--- config.mk ---
export PLATFORM = sky130hd
export DESIGN_NAME = bicolor_led_pattern_sequencer
export DESIGN_NICKNAME = d
export VERILOG_FILES = /design/src/design/blps_pkg.sv /design/src/design/bicolor_led_pattern_sequencer.sv
export SDC_FILE = /design/constraint.sdc
export NUM_CORES = 1
export LEC_CHECK = 0
export BUFFER_PORTS_ARGS = -buffer_cell sky130_fd_sc_hd__buf_2
export CAP_MARGIN = 20
export CORE_AREA = 2 2 68 70
export CTS_CLUSTER_DIAMETER = 80
export CTS_CLUSTER_SIZE = 10
export DETAILED_ROUTE_END_ITERATION = 12
export DIE_AREA = 0 0 70 72
export GPL_TIMING_DRIVEN = 0
export PLACE_DENSITY_LB_ADDON = 0.1
export SYNTH_ARGS = -nofsm -noshare
export SYNTH_HDL_FRONTEND = slang
export SYNTH_SLANG_ARGS = --single-unit
--- constraint.sdc ---
create_clock -name clk -period 7.32 [get_ports clk]
set_input_delay 0.366 -clock clk [delete_from_list [all_inputs] [get_ports clk]]
set_output_delay 0.366 -clock clk [all_outputs]
set_load 0.01 [all_outputs]
--- src/design/blps_pkg.sv ---
// Package for the bicolor LED pattern sequencer.
// Holds pattern codes, timer constants and field widths; no dependencies.
package blps_pkg;

  // field widths
  localparam int PatternWidth = 4;
  localparam int HoldWidth    = 7;
  localparam int TimerWidth   = 8;

  // pattern codes
  localparam logic [PatternWidth-1:0] PAT_OFF         = 4'd0;
  localparam logic [PatternWidth-1:0] PAT_GREEN       = 4'd1;
  localparam logic [PatternWidth-1:0] PAT_RED         = 4'd2;
  localparam logic [PatternWidth-1:0] PAT_AMBER       = 4'd3;
  localparam logic [PatternWidth-1:0] PAT_GREEN_BLINK = 4'd4;
  localparam logic [PatternWidth-1:0] PAT_AMBER_BLINK = 4'd5;
  localparam logic [PatternWidth-1:0] PAT_AMBER_FAST  = 4'd6;
  localparam logic [PatternWidth-1:0] PAT_RED_FAST    = 4'd7;
  localparam logic [PatternWidth-1:0] PAT_RED_BLINK   = 4'd8;
  localparam logic [PatternWidth-1:0] PAT_GREEN_FLASH = 4'd9;
  localparam logic [PatternWidth-1:0] PAT_AMBER_FLASH = 4'd10;
  localparam logic [PatternWidth-1:0] PAT_RED_FLASH   = 4'd11;

  // input mode codes
  localparam logic MODE_TICK  = 1'b0;
  localparam logic MODE_WRITE = 1'b1;

  // slow hold after reset, fast hold, last flash count before auto-off
  localparam logic [HoldWidth-1:0] SLOW_HOLD_RESET = 7'd3;
  localparam logic [HoldWidth-1:0] FAST_HOLD       = 7'd0;
  localparam logic [HoldWidth-1:0] FLASH_LAST      = 7'd6;

  // one result item
  typedef struct packed {
    logic                    red_on;
    logic                    green_on;
    logic [PatternWidth-1:0] pattern_now;
  } result_t;

endpackage

--- src/design/bicolor_led_pattern_sequencer.sv ---
// Top level of the bicolor LED pattern sequencer: state update, result
// register and skid stage. Depends on blps_pkg.
//
//  channel | signals                                   | direction
//  --------+-------------------------------------------+----------
//  in      | in_valid, in_ready, mode, pattern          | input item
//  out     | out_valid, out_ready, red_on, green_on,   | result item
//          |   pattern_now                              |
//  cfg     | cfg_valid, cfg_ready, cfg_data (slow_hold) | register write
//
// One item per clock while in_ready is high: the state update is a single
// combinational pass whose result is registered at the input transfer.
// While a result is stalled, the next one goes into a one-entry skid stage, so
// one more item is taken; in_ready drops only while the skid stage is full.
// rst is synchronous, active high: timer, pattern and LEDs cleared,
// slow_hold back to 3, both output stages empty. cfg_ready is always high.
module bicolor_led_pattern_sequencer (
  input  logic                             clk,
  input  logic                             rst,
  // input channel
  input  logic                             in_valid,
  output logic                             in_ready,
  input  logic                             mode,
  input  logic [blps_pkg::PatternWidth-1:0] pattern,
  // output channel
  output logic                             out_valid,
  input  logic                             out_ready,
  output logic                             red_on,
  output logic                             green_on,
  output logic [blps_pkg::PatternWidth-1:0] pattern_now,
  // configuration channel
  input  logic                             cfg_valid,
  output logic                             cfg_ready,
  input  logic [blps_pkg::HoldWidth-1:0]   cfg_data
);

  // sequencer state
  logic [blps_pkg::HoldWidth-1:0]    slow_hold;
  logic [blps_pkg::TimerWidth-1:0]   phase_timer, phase_timer_next;
  logic [blps_pkg::PatternWidth-1:0] current_pattern, current_pattern_next;
  logic                              red_level, red_level_next;
  logic                              green_level, green_level_next;

  // output stages
  blps_pkg::result_t out_data, skid_data, result;
  logic              skid_valid;

  // blink helper signals
  logic [blps_pkg::HoldWidth-1:0]  blink_hold;
  logic [blps_pkg::HoldWidth-1:0]  count;
  logic [blps_pkg::TimerWidth-1:0] blink_timer;
  logic                            blink_phase;

  logic in_xfer;

  assign in_xfer   = in_valid && in_ready;
  assign in_ready  = !skid_valid;
  assign cfg_ready = 1'b1;

  // blink timer advance: count up to the hold, then flip the phase
  assign count = phase_timer[blps_pkg::HoldWidth-1:0];
  always_comb begin
    case (current_pattern)
      blps_pkg::PAT_AMBER_FAST,
      blps_pkg::PAT_RED_FAST: blink_hold = blps_pkg::FAST_HOLD;
      default:                blink_hold = slow_hold;
    endcase
    if (count < blink_hold) begin
      blink_timer = {phase_timer[blps_pkg::TimerWidth-1],
                     count + blps_pkg::HoldWidth'(1)};
    end else begin
      blink_timer = {!phase_timer[blps_pkg::TimerWidth-1], {blps_pkg::HoldWidth{1'b0}}};
    end
    blink_phase = blink_timer[blps_pkg::TimerWidth-1];
  end

  // next state for one item
  always_comb begin
    phase_timer_next     = phase_timer;
    current_pattern_next = current_pattern;
    red_level_next       = red_level;
    green_level_next     = green_level;
    if (mode == blps_pkg::MODE_WRITE) begin
      current_pattern_next = pattern;
    end else begin
      case (current_pattern)
        blps_pkg::PAT_OFF: begin
          red_level_next   = 1'b0;
          green_level_next = 1'b0;
          phase_timer_next = '0;
        end
        blps_pkg::PAT_GREEN: begin
          red_level_next   = 1'b0;
          green_level_next = 1'b1;
        end
        blps_pkg::PAT_RED: begin
          red_level_next   = 1'b1;
          green_level_next = 1'b0;
        end
        blps_pkg::PAT_AMBER: begin
          red_level_next   = 1'b1;
          green_level_next = 1'b1;
        end
        blps_pkg::PAT_GREEN_BLINK: begin
          phase_timer_next = blink_timer;
          red_level_next   = 1'b0;
          green_level_next = blink_phase;
        end
        blps_pkg::PAT_AMBER_BLINK,
        blps_pkg::PAT_AMBER_FAST: begin
          phase_timer_next = blink_timer;
          red_level_next   = blink_phase;
          green_level_next = blink_phase;
        end
        blps_pkg::PAT_RED_FAST,
        blps_pkg::PAT_RED_BLINK: begin
          phase_timer_next = blink_timer;
          red_level_next   = blink_phase;
          green_level_next = 1'b0;
        end
        blps_pkg::PAT_GREEN_FLASH,
        blps_pkg::PAT_AMBER_FLASH,
        blps_pkg::PAT_RED_FLASH: begin
          // phase bit dropped; count runs to seven, then back to off
          if (count > blps_pkg::FLASH_LAST) begin
            phase_timer_next     = {1'b0, count};
            current_pattern_next = blps_pkg::PAT_OFF;
          end else begin
            phase_timer_next = {1'b0, count + blps_pkg::HoldWidth'(1)};
            if (count[0]) begin
              red_level_next   = (current_pattern != blps_pkg::PAT_GREEN_FLASH);
              green_level_next = (current_pattern != blps_pkg::PAT_RED_FLASH);
            end else begin
              red_level_next   = 1'b0;
              green_level_next = 1'b0;
            end
          end
        end
        default: begin
          // undefined patterns hold everything
        end
      endcase
    end
  end

  assign result.red_on      = red_level_next;
  assign result.green_on    = green_level_next;
  assign result.pattern_now = current_pattern_next;

  // state registers and config register
  always_ff @(posedge clk) begin
    if (rst) begin
      slow_hold       <= blps_pkg::SLOW_HOLD_RESET;
      phase_timer     <= '0;
      current_pattern <= blps_pkg::PAT_OFF;
      red_level       <= 1'b0;
      green_level     <= 1'b0;
    end else begin
      if (cfg_valid && cfg_ready) begin
        slow_hold <= cfg_data;
      end
      if (in_xfer) begin
        phase_timer     <= phase_timer_next;
        current_pattern <= current_pattern_next;
        red_level       <= red_level_next;
        green_level     <= green_level_next;
      end
    end
  end

  // output stage control: skid drains first, a new result goes to the
  // result register when it frees up, else into the skid stage
  always_ff @(posedge clk) begin
    if (rst) begin
      out_valid  <= 1'b0;
      skid_valid <= 1'b0;
    end else if (skid_valid) begin
      if (out_ready) begin
        skid_valid <= 1'b0;
      end
    end else if (in_xfer) begin
      if (out_valid && !out_ready) begin
        skid_valid <= 1'b1;
      end else begin
        out_valid <= 1'b1;
      end
    end else if (out_ready) begin
      out_valid <= 1'b0;
    end
  end

  // output stage payload
  always_ff @(posedge clk) begin
    if (skid_valid) begin
      if (out_ready) begin
        out_data <= skid_data;
      end
    end else if (in_xfer) begin
      if (out_valid && !out_ready) begin
        skid_data <= result;
      end else begin
        out_data <= result;
      end
    end
  end

  assign red_on      = out_data.red_on;
  assign green_on    = out_data.green_on;
  assign pattern_now = out_data.pattern_now;

endmodule

==> summary.md, run 1 <==
| Metric | Value |
|---|---|
| Outcome | `finished, final reports clean` |
| Die width | `70 um` |
| FMAX | `371 MHz` |
| Total length of routed wires | `4.06 mm` |
| Max Slew Vio Count | `0` |
| First-pass GRT wire length | `7.03 mm` |
| Combinational power share | `14.7%` |
| Total number of vias | `1524` |
| Worst-path cell chain | `buf_2, nand3b_1, nand2_1, ha_1, a211o_1, a211oi_2, o21ai_4, xor2_1, a21oi_1, o31ai_1` |
| # IOs | `26` |
| Endpoint class of the critical path | `register` |
| Cell internal pwr | `303 uW` |
| GP Congestion | `0.869` |
| CP required | `7.36 ns` |
| Initial antenna violation count | `0` |
| Syn_nets | `219` |
| Hold crit path type | `in2reg` |
| Clock latency on the worst-skew pair | `0.29 ns` |
| Tmin final | `2.69 ns` |
| Avg WL per Cell | `14.7 um` |
| Avg Cell Area, Syn | `9.64 um^2` |
| Largest net degree at the start of global routing | `12` |
| FP Rows | `24` |
| Setup TNS | `0 ns` |
| CP max-delay cell | `dfxtp_1` |
| Cells after DPL | `269` |
| Worst hold margin | `0.279 ns` |
| Nets | `249` |
| RSZ-0062 raised after global routing | `false` |
| Post-Layout Cell Count | `277` |
| GRT overflow | `0` |
| Clock sinks | `35` |
| Most frequent cell after synthesis | `nor2_1` |
| H-tree depth | `2` |
| Number of flops mapped to enable cells by yosys | `12` |
| Setup-failing EPs final | `0` |
| Yosys reg bits | `35` |
| Chip Height | `72 um` |
| Post-DP HPWL | `3.11 mm` |
| Total core area | `4260 um^2` |
| Prevailing post-synth register cell | `dfxtp_1` |
| Seq/Total Area, Yosys | `43.9%` |
| GRT Util Overall | `17.5%` |
| VDD IR max | `0.0915 mV` |
| CTS resizes | `0` |
| Fraction of layout cells with a size suffix above 1 | `20.4%` |
| Initial DRC count | `59` |
| Register share of total power | `52.7%` |
| Vias per cell | `5.50` |
| Cts bufs inserted | `5` |
| Input/output buffers | `23` |
| ANT nets after route | `0` |
| Synth Warn # | `0` |
| Buf/Inv on CP | `1` |
| Psw | `109 uW` |
| CTS max path bufs | `2` |
| ANT cells | `0` |
| Maximum fanout along the worst path | `10` |
| LEAKAGE | `0.889 nW` |
| Max-cap viol count | `0` |
| Area leader, netlist | `dfxtp_1` |
| Starting density of the core | `43.8%` |
| Clk slew on worst S/H paths | `0.07 ns` |
| Synth-to-Final Area Change | `14.0%` |
| Switching Share | `26.4%` |
| Period utilisation layout | `36.8%` |
| Clk network pwr share | `32.6%` |
| Worst Path Arrival | `2.73 ns` |
| CTS tree | `done` |
| PD cells | `193 nW/um^2` |
| Tightest Pin Transition | `0.534 ns` |
| Slew margin rel. | `64.4%` |
| Die area | `5040 um^2` |
| Worst-case clock skew | `0.00937 ns` |
| Worst Setup Start Kind | `register` |
| Ranking of synthesized cells by area | `dfxtp_1 (25%), edfxtp_1 (19%), ha_1 (5.4%)` |
| Residual DRC count | `0` |
| Type of the worst setup path | `reg2reg` |
| Synthesized area | `1870 um^2` |
| Cts hold-fix bufs | `0` |
| Final Hold Viols | `0` |
| Count of cell types in the netlist | `49` |
| Kind of cell adding the most delay to the critical path | `compound AO/OA/AOI/OAI gates` |
| Mapped Cells | `194` |
| Post-synth top cells | `nor2_1 (25), nand2_1 (24), dfxtp_1 (23)` |
| Synth async-reset ratio | `0%` |
| First-pass DRT Iterations | `4` |
| Synth top area share | `24.6%` |
| CTS Root Cell | `clkbuf_8` |
| Number of global-route vias before repair | `1580` |
| Max stage delay on crit path | `0.32 ns` |
| Total setup buffers inserted after CTS | `0` |
==> per-stage QoR <==
step	setup slack (ns)	cell area [um^2]	power [mW]	utilization (%)
floorplan	4.98	1870	0.262	-
global route	4.43	2130	0.433	50.0
global placement	4.69	2050	0.279	48.1
finish	4.63	2130	0.411	50.0
CTS	4.62	2130	0.416	50.0
detailed placement	4.66	2050	0.281	48.1
==> final timing paths <==
| kind | slack, ns | start | end | cells past startpoint |
|---|---|---|---|---|
| min reg2reg | 0.50 | slow_hold[5] | slow_hold[5] | 2 |
| max reg2reg | 4.63 | current_pattern[2] | red_on | 10 |
| min | 0.28 | cfg_data[1] | slow_hold[1] | 2 |
| max | 4.63 | current_pattern[2] | red_on | 10 |
==> registers in the layout, summed over array words and instances, names as in the netlist <==
signal and flops:
out_valid 1, green_on 1, skid_valid 1, skid_data 6, current_pattern 4, red_on 1, pattern_now 4, phase_timer 8
green_level 1, red_level 1, slow_hold 7
==> cell families (layout without fill, tap and decap cells) <==
family          Yosys count  count (layout)  share of synthesized area, %
mux                      14              14                          7.90
flops                    35              35                          43.9
other cells               1               1                         0.201
buf+inv                  11              42                          2.94
fa+ha+maj                 8               8                          5.35
simple gates             81              81                          21.8
xor+xnor                  6               6                          2.81
compound gates           38              38                          15.1
==> area by class of cell <==
cell class | instances | area, um^2
Fill cell | 416 | 2130
Multi-Input combinational cell | 148 | 993
Timing Repair Buffer | 23 | 115
Inverter | 2 | 7.51
Clock buffer | 6 | 72.6
Sequential cell | 35 | 821
Clock inverter | 2 | 8.76
Buffer | 9 | 47.5
Tap cell | 52 | 65.1
==> cell usage in the layout, fill, tap and decap left out, types with 3 or more instances in the layout <==
cell	count
buf_2	25
nor2_1	25
nand2_1	24
dfxtp_1	23
edfxtp_1	12
a21oi_1	11
mux2i_1	8
ha_1	8
clkbuf_1	6
and2_1	6
nand3b_1	5
mux2_2	5
xnor2_1	5
clkbuf_8	5
nand2b_1	4
a311oi_1	4
a211o_1	3
nor2b_1	3
a211oi_1	3
==> per-layer routing <==
| layer | routed length (um) | part of all wire [%] | track usage [%] |
|---|---|---|---|
| met5 | 0 | 0 | 0 |
| met2 | 2120 | 52 | 33.5 |
| met4 | 59 | 1.5 | 5.98 |
| met1 | 1740 | 43 | 19.1 |
| met3 | 134 | 3.3 | 3.89 |
==> power groups by stage <==
| stage | logic [mW] | clock network, mW | registers [mW] |
|---|---|---|---|
| CTS | 0.0607 | 0.138 | 0.217 |
| floorplan | 0.0406 | 0 | 0.222 |
| detailed placement | 0.0605 | 0 | 0.221 |
| finish | 0.0604 | 0.134 | 0.217 |
| global placement | 0.0583 | 0 | 0.221 |
| global route | 0.0679 | 0.147 | 0.218 |
No activity file was read; power rests on OpenSTA's default activity.
==> run 2: changes to the inputs <==
- clock period: 7.32 -> 2.8 ns (I/O delays scaled with it)
==> summary.md, run 2 (synthesis gave the netlist of run 1 again) <==
| Metric | Value |
|---|---|
| Setup TNS | `0 ns (unchanged)` |
| CTS Root Cell | `clkbuf_8` |
| CP required | `2.83 ns (-4.53 ns)` |
| FP Rows | `24 (unchanged)` |
| Worst Setup Start Kind | `register` |
| # IOs | `26 (unchanged)` |
| Type of the worst setup path | `reg2reg` |
| Initial antenna violation count | `0 (unchanged)` |
| GRT Util Overall | `17.5% (unchanged)` |
| Fraction of layout cells with a size suffix above 1 | `22.0% (+1.6 points)` |
| Synth-to-Final Area Change | `15.4%` |
| Max-cap viol count | `0 (unchanged)` |
| Clock latency on the worst-skew pair | `0.29 ns (about the same)` |
| Setup-failing EPs final | `0 (unchanged)` |
| Nets | `251 (+0.80%)` |
| Combinational power share | `14.8% (about the same)` |
| CTS tree | `done` |
| Endpoint class of the critical path | `register` |
| ANT nets after route | `0 (unchanged)` |
| LEAKAGE | `0.897 nW (+0.88%)` |
| Max stage delay on crit path | `0.32 ns (about the same)` |
| H-tree depth | `2 (unchanged)` |
| First-pass GRT wire length | `7.03 mm (unchanged)` |
| Commonest non-fill, non-tap cells in the layout | `buf_2 (25), nor2_1 (25), nand2_1 (24)` |
| Starting density of the core | `43.8% (unchanged)` |
| Input/output buffers | `23 (unchanged)` |
| Clk network pwr share | `32.5% (about the same)` |
| Die area | `5040 um^2 (unchanged)` |
| Slew margin rel. | `65.6% (+1.2 points)` |
| Register share of total power | `52.7% (about the same)` |
| Worst Path Arrival | `2.62 ns (-0.11 ns)` |
| Cts bufs inserted | `5 (unchanged)` |
| Clock sinks | `35 (unchanged)` |
| Total core area | `4260 um^2 (unchanged)` |
| RSZ-0062 raised after global routing | `false` |
| FMAX | `386 MHz (+4.0%)` |
| Worst-path cell chain | `buf_2, nand3b_1, nand2_1, ha_1, a211o_1, a211oi_2, o21ai_4, xor2_2, a21oi_1, o31ai_1` |
| Max reg flops | `8 (unchanged)` |
| PD cells | `499 nW/um^2 (+160%)` |
| CP max-delay cell | `dfxtp_1` |
| First-pass DRT Iterations | `4 (unchanged)` |
| VDD IR max | `0.240 mV (+160%)` |
| ANT cells | `0 (unchanged)` |
| Max Slew Vio Count | `0 (unchanged)` |
| Avg WL per Cell | `14.5 um (-1.1%)` |
| Largest net degree at the start of global routing | `12 (unchanged)` |
| Final Hold Viols | `0 (unchanged)` |
| Residual DRC count | `0 (unchanged)` |
| CTS max path bufs | `2 (unchanged)` |
| Clk slew on worst S/H paths | `0.07 ns (about the same)` |
| GP Congestion | `0.869 (unchanged)` |
| Psw | `284 uW (+160%)` |
| Die width | `70 um (unchanged)` |
| Total length of routed wires | `4.05 mm (-0.34%)` |
| Period utilisation layout | `92.5% (+56 points)` |
| GRT overflow | `0 (unchanged)` |
| Number of global-route vias before repair | `1580 (unchanged)` |
| Initial DRC count | `38 (-36%)` |
| Setup WS pre-CTS | `0.141 ns (-4.52 ns)` |
| Post-DP HPWL | `3.11 mm (unchanged)` |
| Tmin final | `2.59 ns (-0.103 ns)` |
| Switching Share | `26.4% (-0.041 points)` |
| Worst reg-to-reg setup slack | `0.21 ns (-4.42 ns)` |
| Total number of vias | `1525 (+0.066%)` |
| Maximum fanout along the worst path | `10 (unchanged)` |
| Worst-case clock skew | `0.00896 ns (-0.000409 ns)` |
| Outcome | `finished, final reports clean` |
| Biggest regs | `phase_timer: 8 flops, slow_hold: 7 flops, skid_data: 6 flops` |
| Setup ws final | `0.210 ns (-4.42 ns)` |
| Vias per cell | `5.47 (-0.65%)` |
| Chip Height | `72 um (unchanged)` |
| Cell internal pwr | `792 uW (+160%)` |
| Hold crit path type | `in2reg` |
| Tightest Pin Transition | `0.516 ns (-0.0180 ns)` |
| Most flops, register | `phase_timer` |
| Filler cell count | `415 (-0.24%)` |
[run 2: cell count changes in the layout (fill, tap and decap cells not counted)]
cell,previous run,this run
xor2_1,1,0
buf_4,1,3
a21oi_1,11,10
a21oi_2,1,2
xor2_2,0,1
[run 2: worst paths after layout]
| path | from | end | cells after the start |
|---|---|---|---|
| worst max-delay path | current_pattern[2] | green_on | 10 |
| worst min-delay path | cfg_data[1] | slow_hold[1] | 2 |
| worst max register to register | current_pattern[2] | green_on | 10 |
| worst min register to register | slow_hold[5] | slow_hold[5] | 2 |
[run 2: critical path: cells and delay by family (launching register included)]
family	cells	cell delay, ns
AO/OA/AOI/OAI	5	1.08
XOR/XNOR	1	0.17
AND/OR/NAND/NOR	2	0.30
flip-flops	1	0.32
adder cells (fa/ha/maj)	1	0.24
buffers and inverters	1	0.22
[run 2: cell type report]
| class | instances | area [um^2] | area share [%] |
|---|---|---|---|
| Sequential cell | 35 | 821 | 38.1 |
| Timing Repair Buffer | 25 | 130 | 6.03 |
| Inverter | 2 | 7.51 | 0.348 |
| Tap cell | 52 | 65.1 | 3.02 |
| Multi-Input combinational cell | 148 | 1000 | 46.6 |
| Clock inverter | 2 | 8.76 | 0.406 |
| Clock buffer | 6 | 72.6 | 3.36 |
| Buffer | 9 | 47.5 | 2.20 |
[run 2: metal layers]
layer | routed length [um] | track usage [%] | vias to the layer above
li1 | - | - | 757
met1 | 1710 | 19.1 | 734
met2 | 2130 | 33.5 | 28
met3 | 149 | 3.89 | 6
met4 | 60 | 5.98 | 0
met5 | 0 | 0 | -
[run 2: power groups by stage]
stage / registers [mW] / logic [mW] / clock network (mW)
after global routing: 0.569 / 0.179 / 0.385
final: 0.566 / 0.159 / 0.350
after global placement: 0.577 / 0.152 / 0
after CTS: 0.566 / 0.159 / 0.361
after floorplan: 0.580 / 0.106 / 0
after detailed placement: 0.578 / 0.158 / 0
[run 2: through the flow]
| step | std cells | utilization, % | hold WS [ns] | power [mW] | instance area, um^2 |
|---|---|---|---|---|---|
| 6_report | 279 | 50.6 | 0.0555 | 1.08 | 2160 |
| 5_1_grt | 279 | 50.6 | 0.0555 | 1.13 | 2160 |
| 4_1_cts | 277 | 50.0 | 0.0516 | 1.09 | 2130 |
| 3_5_place_dp | 269 | 48.1 | 0.354 | 0.736 | 2050 |
| 3_3_place_gp | 269 | 48.1 | 0.348 | 0.729 | 2050 |
| 2_1_floorplan | 194 | - | 0.262 | 0.686 | 1870 |
[run 2: what timing repair did]
action,CTS,global route
hold buffers,0,0
setup buffers,0,2
resized for setup,0,2
endpoints found under the setup margin,0,4
==> run 3: changes to the inputs <==
- ABC_AREA: default -> 1
- CORE_AREA: 2 2 68 70 -> 2 2 70 72
- DIE_AREA: 0 0 70 72 -> 0 0 72 74
==> summary.md, run 3 <==
| Metric | Value |
|---|---|
| Clk slew on worst S/H paths | `0.07 ns (about the same)` |
| Synthesized area | `1980 um^2 (+6.1%)` |
| Post-route design area | `2250 um^2 (+4.4%)` |
| First-pass GRT wire length | `6.50 mm (-7.6%)` |
| Avg Cell Area, Syn | `7.75 um^2 (-20%)` |
| Commonest non-fill, non-tap cell in the layout | `nand2_1` |
| Seq/Total Area, Yosys | `41.4% (-2.5 points)` |
| Number of flops mapped to enable cells by yosys | `12 (unchanged)` |
| CP max-delay cell | `dfxtp_1` |
| Hold Path Cell Cnt | `3 (+1)` |
| Max-cap viol count | `0 (unchanged)` |
| Worst Setup Start Kind | `register` |
| Number of global-route vias before repair | `1466 (-7.2%)` |
| FMAX | `478 MHz (+24%)` |
| Worst hold margin | `0.0714 ns (+0.0160 ns)` |
| CTS tree | `done` |
| Synth async-reset ratio | `0% (unchanged)` |
| Max reg flops | `8 (unchanged)` |
| Largest net degree at the start of global routing | `11 (-1)` |
| Count of cell types in the netlist | `35 (-29%)` |
| Residual DRC count | `0 (unchanged)` |
| CTS resizes | `0 (unchanged)` |
| Starting density of the core | `43.1% (-0.71 points)` |
| Type of the worst setup path | `reg2reg` |
| First-pass DRT Iterations | `4 (unchanged)` |
| Reg2reg start | `current_pattern[2]` |
| Worst-path cell chain | `nand3_2, nand2_1, ha_1, a21oi_1, o21a_1, nand3_1, nand3_1, nand2_1, nand3_1, nand2_1` |
| Ranking of synthesized cells by area | `dfxtp_1 (23%), edfxtp_1 (18%), nand2_1 (10%)` |
| Outcome | `finished, final reports clean` |
| Slew margin rel. | `37.2% (-28 points)` |
| Cts bufs inserted | `5 (unchanged)` |
| Initial antenna violation count | `0 (unchanged)` |
| Max Slew Vio Count | `0 (unchanged)` |
| Reg-to-reg critical path endpoint | `green_on` |
| RSZ-0062 raised after global routing | `false` |
| ANT cells | `0 (unchanged)` |
| Tmin final | `2.09 ns (-0.497 ns)` |
| CTS Root Cell | `clkbuf_8` |
| Maximum fanout along the worst path | `7 (-3)` |
| Fraction of layout cells with a size suffix above 1 | `18.9% (-3.1 points)` |
| FP Rows | `25 (+4.2%)` |
| Util after Layout | `49.0% (-1.6 points)` |
| Initial DRC count | `51 (+34%)` |
| Total number of vias | `1626 (+6.6%)` |
| Post-DP HPWL | `3.03 mm (-2.7%)` |
| Post-Layout Cell Count | `340 (+22%)` |
| GRT Util Overall | `15.9% (-1.6 points)` |
| Setup-failing EPs final | `0 (unchanged)` |
| Mapped Cells | `256 (+32%)` |
| PD cells | `493 nW/um^2 (-1.2%)` |
| Most flops, register | `phase_timer` |
| Cells on worst reg2reg path | `10 (unchanged)` |
| Period utilisation layout | `74.7% (-18 points)` |
| Syn_nets | `281 (+28%)` |
| Worst-case clock skew | `0.00703 ns (-0.00193 ns)` |
| Input/output buffers | `22 (-4.3%)` |
| Prevailing post-synth register cell | `dfxtp_1` |
| LEAKAGE | `1.08 nW (+20%)` |
| Setup ws final | `0.707 ns (+0.497 ns)` |
| Nets | `310 (+24%)` |
| ANT nets after route | `0 (unchanged)` |
| Clock latency on the worst-skew pair | `0.28 ns (about the same)` |
| Clock sinks | `35 (unchanged)` |
| Most frequent cell after synthesis | `nand2_1` |
| Hold crit path type | `in2reg` |
| Cells after DPL | `332 (+23%)` |
| Die area | `5330 um^2 (+5.7%)` |
| Chip Height | `74 um (+2.8%)` |
| WHS Endpoint | `slow_hold[1]` |
| Die width | `72 um (+2.9%)` |
| CTS max path bufs | `2 (unchanged)` |
| Synth Warn # | `0 (unchanged)` |
| Filler cell count | `490 (+18%)` |
| H-tree depth | `2 (unchanged)` |
| Total setup buffers inserted after CTS | `0 (unchanged)` |
| GRT overflow | `0 (unchanged)` |
| Biggest regs | `phase_timer: 8 flops, slow_hold: 7 flops, skid_data: 6 flops` |
| Max stage delay on crit path | `0.50 ns (+0.18 ns)` |
| # IOs | `26 (unchanged)` |
| Cts hold-fix bufs | `0 (unchanged)` |
| GP Congestion | `0.855 (-1.7%)` |
| Worst reg-to-reg setup slack | `0.71 ns (+0.50 ns)` |
| VDD IR max | `0.157 mV (-35%)` |
| Post-synth top cells | `nand2_1 (55), inv_1 (33), nor2_1 (33)` |
| Yosys reg bits | `35 (unchanged)` |
| Tightest Pin Transition | `0.935 ns (+0.419 ns)` |
| Setup WS pre-CTS | `0.712 ns (+0.572 ns)` |
| Reg area | `821 um^2 (unchanged)` |
| CP required | `2.84 ns (about the same)` |
| Area leader, netlist | `dfxtp_1` |
| Commonest non-fill, non-tap cells in the layout | `nand2_1 (55), inv_1 (33), nor2_1 (33)` |
| Hold_sp | `cfg_data[1]` |
| Worst Path Arrival | `2.13 ns (-0.49 ns)` |
| Setup TNS | `0 ns (unchanged)` |
| Synth top area share | `23.2% (-1.4 points)` |
| DP Area | `2160 um^2 (+5.4%)` |
| Vias per cell | `4.78 (-13%)` |
| Final Hold Viols | `0 (unchanged)` |
| Area of the multi-input gates | `980 um^2 (-2.5%)` |
| Endpoint class of the critical path | `register` |
| Overall Power | `1.11 mW (+3.1%)` |
| Synth-to-Final Area Change | `13.5%` |
| Total core area | `4600 um^2 (+7.8%)` |
| Total length of routed wires | `3.87 mm (-4.4%)` |
| Avg WL per Cell | `11.4 um (-22%)` |
run 3: cell types whose count changed in the layout (fill, tap and decap cells not counted), sizes merged, moves of 8 or more:
cell	before	now
o21ai	4	20
nor2	26	39
nand2	24	61
nand3	2	16
inv	1	38
a21oi	12	20
mux2i	8	0
run 3: worst max path at each step:
stage / from / end / slack (ns) / cells after the start
global placement: current_pattern[2] / green_on / 0.72 / 10
CTS: current_pattern[2] / green_on / 0.70 / 10
detailed placement: current_pattern[2] / green_on / 0.71 / 10
finish: current_pattern[2] / green_on / 0.71 / 10
global route: current_pattern[2] / green_on / 0.52 / 10
floorplan: current_pattern[2] / red_on / 0.96 / 10
run 3: kinds of logic after synthesis:
group,after synthesis,share of synthesized area (%)
simple gates,122,30.2
compound gates,45,13.1
buf+inv,43,9.21
flops,35,41.4
fa+ha+maj,8,5.05
xor+xnor,2,0.883
other cells,1,0.189
run 3: per-layer routing:
metal	track usage (%)	routed length, um	up-vias
li1	-	-	881
met1	17.2	1700	714
met2	29.7	1970	24
met3	4.20	118	7
met4	6.29	71	0
met5	0	0	-
run 3: critical path: cells and delay by family, from the launching register on:
family | cells | cell delay [ns]
flops | 1 | 0.50
fa+ha+maj | 1 | 0.24
compound gates | 2 | 0.34
simple gates | 7 | 0.78
run 3: cell type report:
class                   count  area share (%)
well taps                  54            3.00
repair buffers             22            4.89
multi-input cells         178            43.5
clock inverters             1           0.167
inverters                  38            6.78
plain buffers               5            1.33
clock buffers               7            3.84
flip-flops and latches     35            36.5
run 3: power breakdown:
group / internal (mW) / leakage (nW) / switching, mW
clock: 0.197 / 0.0459 / 0.171
sequential: 0.556 / 0.303 / 0.0160
combinational: 0.0612 / 0.727 / 0.108
